===== config.mk =====
export PLATFORM = sky130hd
export DESIGN_NAME = gamepad_report_event_generator_top
export DESIGN_NICKNAME = d
export VERILOG_FILES = /design/src/hdl/gre_pkg.sv /design/src/hdl/gre_front.sv /design/src/hdl/gre_queue.sv /design/src/hdl/gre_back.sv /design/src/hdl/gamepad_report_event_generator_top.sv
export SDC_FILE = /design/constraint.sdc
export NUM_CORES = 1
export LEC_CHECK = 0
export BUFFER_PORTS_ARGS = -buffer_cell sky130_fd_sc_hd__buf_4
export CORE_MARGIN = 8
export CORE_UTILIZATION = 46
export DETAILED_ROUTE_END_ITERATION = 8
export GPL_TIMING_DRIVEN = 1
export PLACE_DENSITY = 0.73
export SLEW_MARGIN = 25
export SYNTH_ARGS = -nofsm -noshare
export SYNTH_HDL_FRONTEND = slang
export SYNTH_SLANG_ARGS = --single-unit
export TNS_END_PERCENT = 100

===== constraint.sdc =====
create_clock -name clk -period 28.5 [get_ports clk]
set_clock_uncertainty 0.2 [all_clocks]
set_input_delay 1.425 -clock clk [delete_from_list [all_inputs] [get_ports clk]]
set_output_delay 1.425 -clock clk [all_outputs]
set_load 0.01 [all_outputs]

===== src/hdl/gre_pkg.sv =====
// Shared types, constants and helpers for the gamepad report event generator.
// No dependencies; used by every module of the block.
package gre_pkg;

  localparam int NUM_BTN   = 14;
  localparam int NUM_EV    = 20;
  localparam int EV_IDX_W  = 5;
  localparam int QDEPTH    = 2;
  localparam int QPTR_W    = 1;
  localparam int QCNT_W    = 2;

  // Slot positions in a job's pending-event mask
  localparam logic [EV_IDX_W-1:0] SLOT_BTN0  = 5'd4;
  localparam logic [EV_IDX_W-1:0] SLOT_TRIG0 = 5'd18;

  // Event codes
  localparam logic [5:0] EC_BTN_BASE  = 6'd4;
  localparam logic [5:0] EC_TRIG_BASE = 6'd32;

  // Register indexes (address bit 2)
  localparam logic REG_DEADZONE = 1'b0;
  localparam logic REG_CTRL_IDX = 1'b1;

  typedef struct packed {
    logic [31:0]          tag;
    logic [3:0][15:0]     axes;     // lx, ly, rx, ry
    logic [3:0][16:0]     delta;    // stick deltas, same order
    logic [NUM_BTN-1:0]   btn_now;  // current level of the reported buttons
    logic [1:0][8:0]      trig_d;   // trigger deltas, left then right
    logic [NUM_EV-1:0]    pend;     // events still to send, lowest first
  } job_t;

  // Reported buttons: mask bits 0..9 and 12..15
  function automatic logic [NUM_BTN-1:0] btn_sel(input logic [15:0] b);
    btn_sel = {b[15:12], b[9:0]};
  endfunction

  function automatic logic [16:0] sext16(input logic [15:0] v);
    sext16 = {v[15], v};
  endfunction

endpackage


===== src/hdl/gre_front.sv =====
// Front end: accepts reports, compares against the stored report and builds a job.
// Depends on gre_pkg.
module gre_front (
  input  logic               clk,
  input  logic               rst_n,
  input  logic               in_valid,
  output logic               in_ready,
  input  logic               in_focused,
  input  logic               in_read_ok,
  input  logic [31:0]        in_request_tag,
  input  logic [31:0]        in_packet_number,
  input  logic [15:0]        in_buttons,
  input  logic [7:0]         in_trigger_left,
  input  logic [7:0]         in_trigger_right,
  input  logic signed [15:0] in_stick_left_x,
  input  logic signed [15:0] in_stick_left_y,
  input  logic signed [15:0] in_stick_right_x,
  input  logic signed [15:0] in_stick_right_y,
  input  logic [15:0]        deadzone,
  input  logic               q_full,
  output logic               q_push,
  output gre_pkg::job_t      q_job
);

  logic [31:0]       last_packet_r;
  logic [15:0]       last_buttons_r;
  logic [1:0][7:0]   last_trig_r;
  logic [3:0][15:0]  last_axes_r;

  logic              accept;
  logic [3:0][15:0]  ax;
  logic [1:0][7:0]   trig;
  logic [3:0][16:0]  dlt;
  logic [3:0][16:0]  mag;
  logic [3:0]        over;
  logic              changed;
  logic [gre_pkg::NUM_BTN-1:0] b_now, b_was;

  assign in_ready = !q_full;
  assign accept   = in_valid && in_ready;
  assign q_push   = accept && in_focused && in_read_ok;

  assign ax   = {in_stick_right_y, in_stick_right_x, in_stick_left_y, in_stick_left_x};
  assign trig = {in_trigger_right, in_trigger_left};
  assign changed = in_packet_number != last_packet_r;
  assign b_now = gre_pkg::btn_sel(in_buttons);
  assign b_was = gre_pkg::btn_sel(last_buttons_r);

  always_comb begin
    for (int i = 0; i < 4; i++) begin
      dlt[i]  = gre_pkg::sext16(ax[i]) - gre_pkg::sext16(last_axes_r[i]);
      mag[i]  = dlt[i][16] ? (~dlt[i] + 17'd1) : dlt[i];
      over[i] = mag[i] > {1'b0, deadzone};
    end
  end

  always_comb begin
    q_job.tag     = in_request_tag;
    q_job.axes    = ax;
    q_job.delta   = dlt;
    q_job.btn_now = b_now;
    for (int t = 0; t < 2; t++) begin
      q_job.trig_d[t] = {1'b0, trig[t]} - {1'b0, last_trig_r[t]};
    end
    q_job.pend       = '0;
    q_job.pend[1:0]  = 2'b11;
    if (changed) begin
      q_job.pend[2]     = over[0] || over[1];
      q_job.pend[3]     = over[2] || over[3];
      q_job.pend[17:4]  = b_now ^ b_was;
      q_job.pend[18]    = trig[0] != last_trig_r[0];
      q_job.pend[19]    = trig[1] != last_trig_r[1];
    end
  end

  always_ff @(posedge clk) begin
    if (!rst_n) begin
      last_packet_r  <= '0;
      last_buttons_r <= '0;
      last_trig_r    <= '0;
      last_axes_r    <= '0;
    end else if (q_push) begin
      last_packet_r  <= in_packet_number;
      last_buttons_r <= in_buttons;
      last_trig_r    <= trig;
      last_axes_r    <= ax;
    end
  end

endmodule


===== src/hdl/gre_queue.sv =====
// Two-entry job queue between the front end and the event sequencer.
// Depends on gre_pkg.
module gre_queue (
  input  logic          clk,
  input  logic          rst_n,
  input  logic          push,
  input  gre_pkg::job_t wdata,
  input  logic          pop,
  output gre_pkg::job_t rdata,
  output logic          full,
  output logic          empty
);

  gre_pkg::job_t                 mem_r [gre_pkg::QDEPTH];
  logic [gre_pkg::QPTR_W-1:0]    wr_ptr_r, rd_ptr_r;
  logic [gre_pkg::QCNT_W-1:0]    cnt_r, cnt_nxt;

  assign full  = cnt_r == gre_pkg::QCNT_W'(gre_pkg::QDEPTH);
  assign empty = cnt_r == '0;
  assign rdata = mem_r[rd_ptr_r];

  always_comb begin
    cnt_nxt = cnt_r;
    if (push && !pop)
      cnt_nxt = cnt_r + 1'b1;
    else if (pop && !push)
      cnt_nxt = cnt_r - 1'b1;
  end

  always_ff @(posedge clk) begin
    if (!rst_n) begin
      wr_ptr_r <= '0;
      rd_ptr_r <= '0;
      cnt_r    <= '0;
    end else begin
      cnt_r <= cnt_nxt;
      if (push) wr_ptr_r <= wr_ptr_r + 1'b1;
      if (pop)  rd_ptr_r <= rd_ptr_r + 1'b1;
    end
  end

  always_ff @(posedge clk) begin
    if (push) mem_r[wr_ptr_r] <= wdata;
  end

endmodule


===== src/hdl/gre_back.sv =====
// Event sequencer: walks a job's pending mask and sends one event per transfer.
// Depends on gre_pkg.
module gre_back (
  input  logic               clk,
  input  logic               rst_n,
  input  logic               q_empty,
  input  gre_pkg::job_t      q_data,
  output logic               q_pop,
  input  logic [1:0]         controller_index,
  output logic               out_valid,
  input  logic               out_ready,
  output logic [5:0]         out_event_code,
  output logic signed [16:0] out_value_x,
  output logic signed [16:0] out_value_y,
  output logic [31:0]        out_tag_out,
  output logic [1:0]         out_controller_out,
  output logic               out_last
);

  gre_pkg::job_t               cur_r;
  logic [gre_pkg::NUM_EV-1:0]  pend_r, pend_nxt, lowbit, pend_left;
  logic                        out_valid_r;
  logic [5:0]                  code_r;
  logic [16:0]                 vx_r, vy_r;
  logic [31:0]                 tag_r;
  logic [1:0]                  ctl_r;
  logic                        last_r;

  logic                        busy, can_emit, job_done;
  logic [gre_pkg::EV_IDX_W-1:0] idx;
  logic [3:0]                  bi;
  logic                        ti;
  logic [5:0]                  code;
  logic [16:0]                 vx, vy;

  assign busy      = |pend_r;
  assign can_emit  = busy && (!out_valid_r || out_ready);
  assign lowbit    = pend_r & (~pend_r + 1'b1);
  assign pend_left = pend_r & ~lowbit;
  assign job_done  = !busy || (can_emit && pend_left == '0);
  assign q_pop     = job_done && !q_empty;

  // lowest pending slot
  always_comb begin
    idx = '0;
    for (int k = gre_pkg::NUM_EV - 1; k >= 0; k--) begin
      if (pend_r[k]) idx = gre_pkg::EV_IDX_W'(k);
    end
  end

  assign bi = 4'(idx - gre_pkg::SLOT_BTN0);
  assign ti = idx[0];  // SLOT_TRIG0 is even

  always_comb begin
    code = 6'(idx);
    vx   = '0;
    vy   = '0;
    if (idx < gre_pkg::SLOT_BTN0) begin
      vx = idx[1] ? cur_r.delta[{idx[0], 1'b0}] : gre_pkg::sext16(cur_r.axes[{idx[0], 1'b0}]);
      vy = idx[1] ? cur_r.delta[{idx[0], 1'b1}] : gre_pkg::sext16(cur_r.axes[{idx[0], 1'b1}]);
    end else if (idx < gre_pkg::SLOT_TRIG0) begin
      code = gre_pkg::EC_BTN_BASE + 6'({bi, 1'b0}) + 6'(!cur_r.btn_now[bi]);
    end else begin
      code = gre_pkg::EC_TRIG_BASE + 6'({ti, 1'b0}) + 6'(cur_r.trig_d[ti][8]);
      vx   = {{8{cur_r.trig_d[ti][8]}}, cur_r.trig_d[ti]};
    end
  end

  always_comb begin
    pend_nxt = pend_r;
    if (q_pop)
      pend_nxt = q_data.pend;
    else if (can_emit)
      pend_nxt = pend_left;
  end

  always_ff @(posedge clk) begin
    if (!rst_n) begin
      pend_r      <= '0;
      out_valid_r <= 1'b0;
    end else begin
      pend_r <= pend_nxt;
      if (can_emit)
        out_valid_r <= 1'b1;
      else if (out_ready)
        out_valid_r <= 1'b0;
    end
  end

  always_ff @(posedge clk) begin
    if (q_pop) cur_r <= q_data;
    if (can_emit) begin
      code_r <= code;
      vx_r   <= vx;
      vy_r   <= vy;
      tag_r  <= cur_r.tag;
      ctl_r  <= controller_index;
      last_r <= pend_left == '0;
    end
  end

  assign out_valid          = out_valid_r;
  assign out_event_code     = code_r;
  assign out_value_x        = vx_r;
  assign out_value_y        = vy_r;
  assign out_tag_out        = tag_r;
  assign out_controller_out = ctl_r;
  assign out_last           = last_r;

endmodule


===== src/hdl/gamepad_report_event_generator_top.sv =====
// A report's first event passes the job queue, job registers and output registers.
// Throughput: one event per cycle while out_ready is high; a report with n events
// (2..20) holds the sequencer; a two-entry job queue lets reports arrive meanwhile.
// Reset (rst_n low, synchronous): config, stored report, queue pointers, pending mask and out_valid clear.
// Top level: configuration registers, front end, job queue and sequencer.
// Depends on gre_pkg, gre_front, gre_queue, gre_back.
module gamepad_report_event_generator_top (
  input  logic               clk,
  input  logic               rst_n,
  input  logic               psel,
  input  logic               penable,
  input  logic               pwrite,
  input  logic [2:0]         paddr,
  input  logic [31:0]        pwdata,
  output logic [31:0]        prdata,
  output logic               pready,
  input  logic               in_valid,
  output logic               in_ready,
  input  logic               in_focused,
  input  logic               in_read_ok,
  input  logic [31:0]        in_request_tag,
  input  logic [31:0]        in_packet_number,
  input  logic [15:0]        in_buttons,
  input  logic [7:0]         in_trigger_left,
  input  logic [7:0]         in_trigger_right,
  input  logic signed [15:0] in_stick_left_x,
  input  logic signed [15:0] in_stick_left_y,
  input  logic signed [15:0] in_stick_right_x,
  input  logic signed [15:0] in_stick_right_y,
  output logic               out_valid,
  input  logic               out_ready,
  output logic [5:0]         out_event_code,
  output logic signed [16:0] out_value_x,
  output logic signed [16:0] out_value_y,
  output logic [31:0]        out_tag_out,
  output logic [1:0]         out_controller_out,
  output logic               out_last
);

  logic [15:0]   deadzone_r;
  logic [1:0]    ctrl_idx_r;
  logic          cfg_wr;

  logic          q_push, q_pop, q_full, q_empty;
  gre_pkg::job_t q_wdata, q_rdata;

  assign pready = 1'b1;
  assign cfg_wr = psel && penable && pwrite;

  always_ff @(posedge clk) begin
    if (!rst_n) begin
      deadzone_r <= '0;
      ctrl_idx_r <= '0;
    end else if (cfg_wr) begin
      if (paddr[2] == gre_pkg::REG_DEADZONE) deadzone_r <= pwdata[15:0];
      if (paddr[2] == gre_pkg::REG_CTRL_IDX) ctrl_idx_r <= pwdata[1:0];
    end
  end

  assign prdata = (paddr[2] == gre_pkg::REG_DEADZONE) ? {16'd0, deadzone_r}
                                                      : {30'd0, ctrl_idx_r};

  gre_front u_front (
    .clk              (clk),
    .rst_n            (rst_n),
    .in_valid         (in_valid),
    .in_ready         (in_ready),
    .in_focused       (in_focused),
    .in_read_ok       (in_read_ok),
    .in_request_tag   (in_request_tag),
    .in_packet_number (in_packet_number),
    .in_buttons       (in_buttons),
    .in_trigger_left  (in_trigger_left),
    .in_trigger_right (in_trigger_right),
    .in_stick_left_x  (in_stick_left_x),
    .in_stick_left_y  (in_stick_left_y),
    .in_stick_right_x (in_stick_right_x),
    .in_stick_right_y (in_stick_right_y),
    .deadzone         (deadzone_r),
    .q_full           (q_full),
    .q_push           (q_push),
    .q_job            (q_wdata)
  );

  gre_queue u_queue (
    .clk   (clk),
    .rst_n (rst_n),
    .push  (q_push),
    .wdata (q_wdata),
    .pop   (q_pop),
    .rdata (q_rdata),
    .full  (q_full),
    .empty (q_empty)
  );

  gre_back u_back (
    .clk                (clk),
    .rst_n              (rst_n),
    .q_empty            (q_empty),
    .q_data             (q_rdata),
    .q_pop              (q_pop),
    .controller_index   (ctrl_idx_r),
    .out_valid          (out_valid),
    .out_ready          (out_ready),
    .out_event_code     (out_event_code),
    .out_value_x        (out_value_x),
    .out_value_y        (out_value_y),
    .out_tag_out        (out_tag_out),
    .out_controller_out (out_controller_out),
    .out_last           (out_last)
  );

endmodule


# Word-level counts from Yosys, hierarchy flattened
# Memories as Yosys holds them, arrays and structs flattened. A register that Yosys moved wholly into a read port is not among the register bits.
# Index checks and enable logic that the tools add are counted.
# word_totals
rom_bits	0
ff_bits	442
ram_bits	428
latch_bits	0
input_bits	204
n_memories	1
output_inout_bits	110
wordCells	162
# memory_table
name	depth	word_bits	read_ports	rd_ports_with_merged_regs	wr	line_no	rtl
u_queue.mem_r	2	214	1	1	1	gre_queue.sv:14	gre_pkg::job_t mem_r [gre_pkg::QDEPTH];
# op_classes
n_bitwise	10
reduce_logical	29
order_cmp	10
div	0
n_mul	0
eq_ne	4
n_mux	54
shifts	0
add_sub_neg	20
# op_table
operator	n
two-way mux 17 bit	12
two-way mux 5 bit	21
two-way mux 16 bit	5
adder 17 x 1 -> 17 bit, second input constant	4
> comparator 17 x 16 -> 1 bit	4
inverter 17 bit	4
subtractor 16 x 16 -> 17 bit	4
AND 20 bit	2
two-way mux 20 bit	2
inverter 20 bit	2
inequality test 32 bit	1
adder 20 x 1 -> 20 bit, second input constant	1
logical NOT 20 bit	1
OR reduction 20 bit	1
two-way mux 18 bit	1
two-way mux 9 bit	2
subtractor 8 x 8 -> 9 bit	2
inequality test 8 bit	2
XOR 14 bit	1
adder 6 x 1 -> 6 bit	2
logical AND 1 bit	10
logical NOT 1 bit	7
two-way mux 1 bit	7
adder 3 x 5 -> 6 bit, first input constant	1
other kinds (19)	28

# Depth between registers and ports, before layout
# Gate-level depths: netlist (run 1).
# logic_depth
ltp_word	27
mapped_depth	24

# Modules after synthesis
# Synthesis (run 1) repeated with hierarchy kept, for this count alone.
# hier_totals
hier_cells	3203
area_unflattened_um2	41426.0
# by_module_without_submodules
module	cells_each	area_each_um2	n_inst
gre_queue	694	16373.2	1
gre_front	1743	12914.9	1
gre_back	651	11135.7	1
gamepad_report_event_generator_top	115	1002.2	1

# Least setup slack after synthesis (run 1)
# No wires, ideal clock.
# synth_path
kind	input to register
from	input in_read_ok
to	memory u_queue.mem_r[0][0] in the netlist's numbering, enable pin
path_slack_ps	16693
arrival_time_ps	10814
n_path_buf	2
setup_ps	793
path_stages	4
cell_sequence	nand4_1 -> clkbuf_1 -> clkbuf_1 -> nor2_1
# synth_between
elab_chain_len	3
# synth_lines
element	line_no	rtl
from (decl)	gamepad_report_event_generator_top.sv:20	input logic in_read_ok,
logical AND 1 bit	gre_front.sv:41	assign q_push = accept && in_focused && in_read_ok;
two-way mux 1 bit	gre_queue.sv:43	if (push) mem_r[wr_ptr_r] <= wdata;
two-way mux 1 bit (not written as such)	gre_queue.sv:43	
to (decl)	gre_queue.sv:14	
# No other way between the ends.

==> metrics.md, run 1 <==
| Metric | Value |
|---|---|
| Multi-input logic area | 13350 um2 |
| DR DRC count | 0 |
| Post-synthesis compound-gate area fraction | 0.08016 |
| Final WS setup | 22010 ps |
| Antenna violations before repair | 5 |
| Hold depth | 0 |
| Status | completed |
| P&R area growth vs syn | 16.75% |
| Synth top area share | 0.5418 |
| TNS Setup | 0 ps |
| Hold_sp | u_back.cur_r[189] |
| PostCTS Resize Cnt | 0 |
| Post-synthesis async set-or-reset flop share | 0 |
| RSZ-0062 raised after global routing | false |
| Post-synth EDFFs | 699 |
| Vias | 24160 |
| Seq/Total Area, Yosys | 0.6297 |
| Routed wl met2 | 45.07 mm |
| Mux cell area share after synthesis | 0.08730 |
| Hold buffers post-CTS | 0 |
| Most frequent cell after synthesis | edfxtp_1 |
| Worst min path class | reg2reg |
| Top sig layer | met5 |
| Max Slew Vio Count | 0 |
| Routed wire length | 91.76 mm |
| Post-synthesis xor/xnor area fraction | 0.03595 |
| Max Cap Violations | 0 |
| Post-synth cell types | 73 |
| Gr ovfl total | 0 |
| Crit path kind | in2reg |
| Root buf cell | clkbuf_16 |
| Required @ worst endpoint | 28650 ps |
| Max Clk Rate | 154.1 MHz |
| Critical Path Sink Type | flop |
| WL per Instance | 20.75 um |
| Top area cells in the synthesized netlist | edfxtp_1 (54%), dfxtp_1 (8.8%), mux2_2 (5.8%) |
| Vias in the first global route | 23860 |
| 1st-pass router iterations | 5 |
| Antenna viol nets, final | 0 |
| Max Fanout on Critical Path | 12 |
| Die width | 306.2 um |
| Min-Delay Endpoint | u_back.out_tag_out[5] |
| Largest net degree at the start of global routing | 149 |
| Worst r2r path cells | 20 |
| Reg clk slew, reported paths | 60 ps |
| Synth Register Bits | 869 |
| Maximum vdd ir drop | 0.09999 mV |
| Final Hold Fails | 0 |
| Die height | 306.2 um |
| Gate Count Post-Synth | 2972 |
| WL met1 | 39.35 mm |
| Biggest area consumer among synthesized cells | edfxtp_1 |
| Worst reg2reg setup slack | 22670 ps |
| DR WL met3 | 5.215 mm |
| Total GRT Usage | 0.1907 |
| Most common flop cell mapped by yosys | edfxtp_1 |
| Worst Path Arrival | 6640 ps |
| Latest clock arrival within the worst-skew pair | 640 ps |
| Gp weighted congestion | 0.8502 |
| IO Pins | 314 |
| Worst slew margin | 0.3196 |
| First DRT Iteration DRCs | 1926 |
| Synth cell count leaders | edfxtp_1 (699), nand2_1 (352), a21oi_1 (219) |
| Main combinational cell family by area after synthesis | multiplexers |
| Num rows | 106 |
| CTS Buf Count | 92 |
| Min Clock Period, post-route | 6491 ps |
| Fin crit share | 0.2278 |
| # setup viols final | 0 |
| Adder-Cell Fraction of Synth Area | 0.05271 |
| Hold slack | 218.3 ps |
| Detail Placement HPWL | 59.36 mm |
| FF+latch area | 24400 um2 |
| Final cell utilization of the core | 0.5413 |
| PortBufs | 276 |
| Core footprint | 83560 um2 |
| CTS tree | done |
| Layout cells sized above 1 | 0.2159 |
| # clock sinks | 869 |
| Place WS | 21400 ps |
| Startpoint types | primary input |
| Synth Area in Simple Gates | 0.08591 |
| Reg2reg start | u_front.last_axes_r[16] |
| Post-Syn Area per Cell | 13.03 um2 |
| Die area | 93760 um2 |
| Reg2reg end | u_queue.mem_r[1][0] |
| # H-tree levels | 3 |
| Global-route wire length before repair | 139.6 mm |
| Max Root-Sink Buffers | 3 |
| Setup bufs post-CTS | 0 |
| DR vias/cell | 5.462 |
| Starting Density | 0.4636 |
| Fillers | 6845 |
| Leak | 16.03 nW |
| Yosys warning total | 0 |
| PwrDens | 106.8 nW/um2 |
| Worst-margin pin slew | 1021 ps |
| Nets | 3623 |
| Cell area after synthesis | 38740 um2 |
## report_power, final
group	internal, mW	switching [mW]
clock	0.769	0.497
sequential	1.81	0.109
combinational	0.644	0.999
total	3.23	1.60
## state kept, by name, indices dropped and copies added (netlist names), named ones only
register and count:
u_front.last_buttons_r 14, u_back.out_valid 1, u_queue.wr_ptr_r 1, u_back.out_tag_out 32
ctrl_idx_r 2, deadzone_r 16, u_back.out_last 1, u_back.cur_r 196
u_back.pend_r 20, u_front.last_packet_r 32, u_front.last_trig_r 16, u_queue.cnt_r 2
u_queue.rd_ptr_r 1, u_back.out_value_x 17, u_front.last_axes_r 64, u_queue.mem_r 428
u_back.out_event_code 6, u_back.out_value_y 17, u_back.out_controller_out 2
## area by class of cell
type,instances,area share
sequential,869,0.5394
multi-input combinational,1845,0.2951
clock buffer,113,0.05513
timing repair buffer,300,0.05071
tap,1080,0.02988
clock inverter,60,0.01646
inverter,153,0.01309
antenna,3,0.0001660
## cells in the final DEF (no fill, tap or decap), types with 26 or more instances in the layout
cell and n:
edfxtp_1 699, nand2_1 352, buf_4 296, a21oi_1 219
mux2_2 201, dfxtp_1 169, ha_1 152, inv_1 149
nor2_1 138, o21ai_0 99, clkbuf_16 94, xnor2_1 91
xor2_1 68, mux2i_1 42, nor3_1 32, nor2b_1 31
o21a_1 31, mux4_2 31, o31ai_1 27, a21o_1 26
## critical path: stages
cell and delay [ps]:
buf_4 120, inv_1 50, ha_1 220, fa_1 410
nand2b_1 190, a21oi_1 310, o211ai_1 220, o211ai_1 220
a31o_2 230, nand2_1 60, a21oi_1 510, inv_1 340
o31ai_1 170, xnor2_1 160, ha_1 280, a2111oi_0 350
o21ai_0 190, o31a_1 310, o31ai_1 200, a21oi_1 130
a211oi_1 360, a21oi_1 190
## how the worst max path moves through the flow
stage                             from             endpoint  slack (ps)  cells after the start
floorplan                   in_read_ok  u_queue.mem_r[0][0]       16690                      4
global placement    in_stick_left_y[0]  u_queue.mem_r[0][0]       21400                     22
detailed placement  in_stick_left_y[0]  u_queue.mem_r[0][0]       21400                     22
CTS                 in_stick_left_y[0]  u_queue.mem_r[1][0]       22050                     22
global route        in_stick_left_y[0]  u_queue.mem_r[1][0]       21450                     24
finish              in_stick_left_y[0]  u_queue.mem_r[1][0]       22010                     22
## layer usage
metal,vias to the layer above,track usage
li1,11470,-
met1,11930,0.2479
met2,636,0.3260
met3,124,0.03467
met4,4,0.05601
met5,-,0
## metrics by stage
stage	instances	area (um2)	total power [mW]
after floorplan	2987	38800	3.025
after global placement	4246	41950	3.576
after detailed placement	4246	41950	3.615
after CTS	4419	45190	4.892
after global routing	4420	45220	5.079
final	4423	45230	4.832
## cell families (layout without fill, tap and decap cells)
kind of cell             count (synthesis)  in the layout
flip-flops                             869            869
AND/OR/NAND/NOR                        728            728
AO/OA/AOI/OAI                          507            507
multiplexers                           274            274
buffers and inverters                  273            626
adder cells (fa/ha/maj)                160            160
XOR/XNOR                               159            159
other                                    2             20
No activity file was read; power rests on OpenSTA's default activity.
==> run 2: changes to the inputs <==
Clock period 28.5 ns to 6.58 ns, I/O delays scaled along.
==> metrics.md, run 2 (synthesized netlist as in run 1, its figures left out) <==
| Metric | Value |
|---|---|
| DR DRC count | 0 (unchanged) |
| DR vias/cell | 5.381 (-1.5%) |
| Antenna viol nets, final | 0 (unchanged) |
| TNS Setup | 0 ps (unchanged) |
| Setup bufs post-CTS | 0 (unchanged) |
| First DRT Iteration DRCs | 1979 (+2.8%) |
| WL per Instance | 20.18 um (-2.7%) |
| Max Slew Vio Count | 0 (unchanged) |
| Worst min path class | in2reg |
| CP max stage cell | dlygate4sd3_1 |
| Max Fanout on Critical Path | 12 (unchanged) |
| Die height | 306.2 um (unchanged) |
| Worst slew margin | 0.3428 (+0.02324) |
| Die area | 93760 um2 (unchanged) |
| Min Clock Period, post-route | 5721 ps |
| Final Power | 20.94 mW (+330%) |
| Die width | 306.2 um (unchanged) |
| # clock sinks | 869 (unchanged) |
| Maximum vdd ir drop | 0.6264 mV (+530%) |
| Leak | 16.76 nW (+4.6%) |
| Worst r2r path cells | 20 (unchanged) |
| Design area | 47010 um2 (+3.9%) |
| Regs by FF count | u_queue.mem_r (428), u_back.cur_r (196), u_front.last_axes_r (64) |
| Critical Path Sink Type | flop |
| Hold depth | 5 (+5) |
| IO Pins | 314 (unchanged) |
| Cell Chain, Critical Path | dlygate4sd3_1 > buf_4 > inv_1 > ha_1 > fa_1 > nand2b_1 > a21oi_1 > o211ai_1 > o211ai_1 > a31o_2 > nand2_1 > a21oi_1 > inv_1 > o31ai_1 > xnor2_1 > ha_1 > a2111oi_0 > o21ai_0 > o31a_1 > o31ai_1 > a21oi_1 > a211oi_1 > a21oi_1 |
| Final cell utilization of the core | 0.5626 (+0.02132) |
| Place WS | 839.0 ps (-20560 ps) |
| Reg2reg end | u_queue.mem_r[1][0] |
| Num rows | 106 (unchanged) |
| Required @ worst endpoint | 6750 ps (-21900 ps) |
| Top reg by flops | u_queue.mem_r |
| Delay of the slowest critical-path stage | 560 ps (+50 ps) |
| Core footprint | 83560 um2 (unchanged) |
| Routed wire length | 92.80 mm (+1.1%) |
| # setup viols final | 0 (unchanged) |
| Worst-margin pin slew | 985.8 ps (-34.86 ps) |
| Gr ovfl total | 0 (unchanged) |
| Worst Path Arrival | 5890 ps (-750 ps) |
| Most common cell after layout, fill and taps aside | edfxtp_1 |
| Min-Delay Endpoint | deadzone_r[9] |
| Largest net degree at the start of global routing | 156 (+4.7%) |
| PostCTS Resize Cnt | 0 (unchanged) |
| Cell Count, Final, Fillers Out | 4599 (+4.0%) |
| Root buf cell | clkbuf_16 |
| Layout cells sized above 1 | 0.2050 (-0.01086) |
| Max Root-Sink Buffers | 3 (unchanged) |
| Latest clock arrival within the worst-skew pair | 650 ps (about the same) |
| Antenna violations before repair | 3 (-2) |
| Detail Placement HPWL | 58.94 mm (-0.71%) |
| Global-route wire length before repair | 141.4 mm (+1.3%) |
| Nets | 3801 (+4.9%) |
| PwrDens | 445.5 nW/um2 (+320%) |
| Total GRT Usage | 0.1919 (+0.001159) |
| Max Cap Violations | 0 (unchanged) |
| Vias | 24750 (+2.4%) |
| Max FFs per register | 428 (unchanged) |
| Buf/Inv on CP | 4 (+1) |
| Reg clk slew, reported paths | 60 ps (about the same) |
| Worst reg2reg setup slack | 980 ps (-21690 ps) |
| Status | completed |
| Fillers | 6687 (-2.3%) |
| Startpoint types | primary input |
| CTS Buf Count | 91 (-1.1%) |
| Fin crit share | 0.8694 |
| Reg2reg start | u_front.last_axes_r[16] |
| Final WS setup | 859.3 ps (-21150 ps) |
| PortBufs | 276 (unchanged) |
| Final Hold Fails | 0 (unchanged) |
| Crit-path most repeated cell | a21oi_1 |
| Cell Count Post-Placement | 4248 (+0.047%) |
| Hold slack | 27.77 ps (-190.5 ps) |
| Crit path kind | in2reg |
| # H-tree levels | 3 (unchanged) |
| Max Clk Rate | 174.8 MHz |
| Gp weighted congestion | 0.8617 (+1.4%) |
| Vias in the first global route | 24850 (+4.1%) |
| P&R area growth vs syn | 21.35% |
| Hold_sp | penable |
| Commonest cells after routing, fill and taps aside | edfxtp_1 (699), nand2_1 (352), buf_4 (295), a21oi_1 (219), mux2_2 (201) |
| Starting Density | 0.4636 (unchanged) |
| 1st-pass router iterations | 5 (unchanged) |
| CTS tree | done |
| CP delay by family, top | compound AO/OA/AOI/OAI gates |
| Placement Cell Area | 42020 um2 (+0.15%) |
| RSZ-0062 raised after global routing | false |
## run 2: cell count changes in the layout (fill, tap and decap cells not counted), sizes merged
cell / before / now
buf: 300 / 301
bufinv: 16 / 14
clkbuf: 113 / 115
clkinv: 36 / 32
diode: 3 / 2
dlygate4sd3: 0 / 178
inv: 156 / 158
## run 2: routing by layer
layer | up-vias | track usage | part of all wire
met5 | - | 0 | 0.00014
met4 | 2 | 0.05809 | 0.028
met3 | 160 | 0.02971 | 0.051
met2 | 680 | 0.3304 | 0.49
met1 | 12100 | 0.2500 | 0.43
li1 | 11810 | - | -
## run 2: worst min-delay path, cell delays in order
cell and delay [ps]:
buf_4 110, nand3_1 90, nor2_2 140, nand2_1 100
a21oi_1 50
## run 2: how the worst max path moves through the flow
stage                        from             endpoint  slack [ps]  depth (start not counted)
2_1_floorplan    u_back.pend_r[2]    u_back.pend_r[10]        1250                         11
5_1_grt        in_stick_left_y[0]  u_queue.mem_r[1][0]         330                         25
4_1_cts        in_stick_left_y[0]  u_queue.mem_r[1][0]         890                         23
3_5_place_dp   in_stick_left_y[0]  u_queue.mem_r[1][0]         840                         22
3_3_place_gp   in_stick_left_y[0]  u_queue.mem_r[0][0]         970                         22
6_report       in_stick_left_y[0]  u_queue.mem_r[1][0]         860                         23
## run 2: area by class of cell
class                      instances  area (um2)  area share
sequential                       869       24400      0.5190
multi-input combinational       1845       13350      0.2840
timing repair buffer             479        4116     0.08757
inverter                         153       585.6     0.01246
antenna                            2       5.005   0.0001065
tap                             1080        1351     0.02874
clock inverter                    56       734.5     0.01562
clock buffer                     115        2471     0.05257
## run 2: power by group
group / leakage (nW) / internal [mW] / switching (mW) / total [mW]
registers: 7.84 / 7.85 / 0.470 / 8.32
logic: 7.37 / 2.89 / 4.32 / 7.21
clock network: 1.56 / 3.25 / 2.17 / 5.42
## run 2: what timing repair did
action | CTS | global route
endpoints found under the setup margin | 0 | 0
hold buffers | 178 | 0
endpoints found under the hold margin | 421 | 0
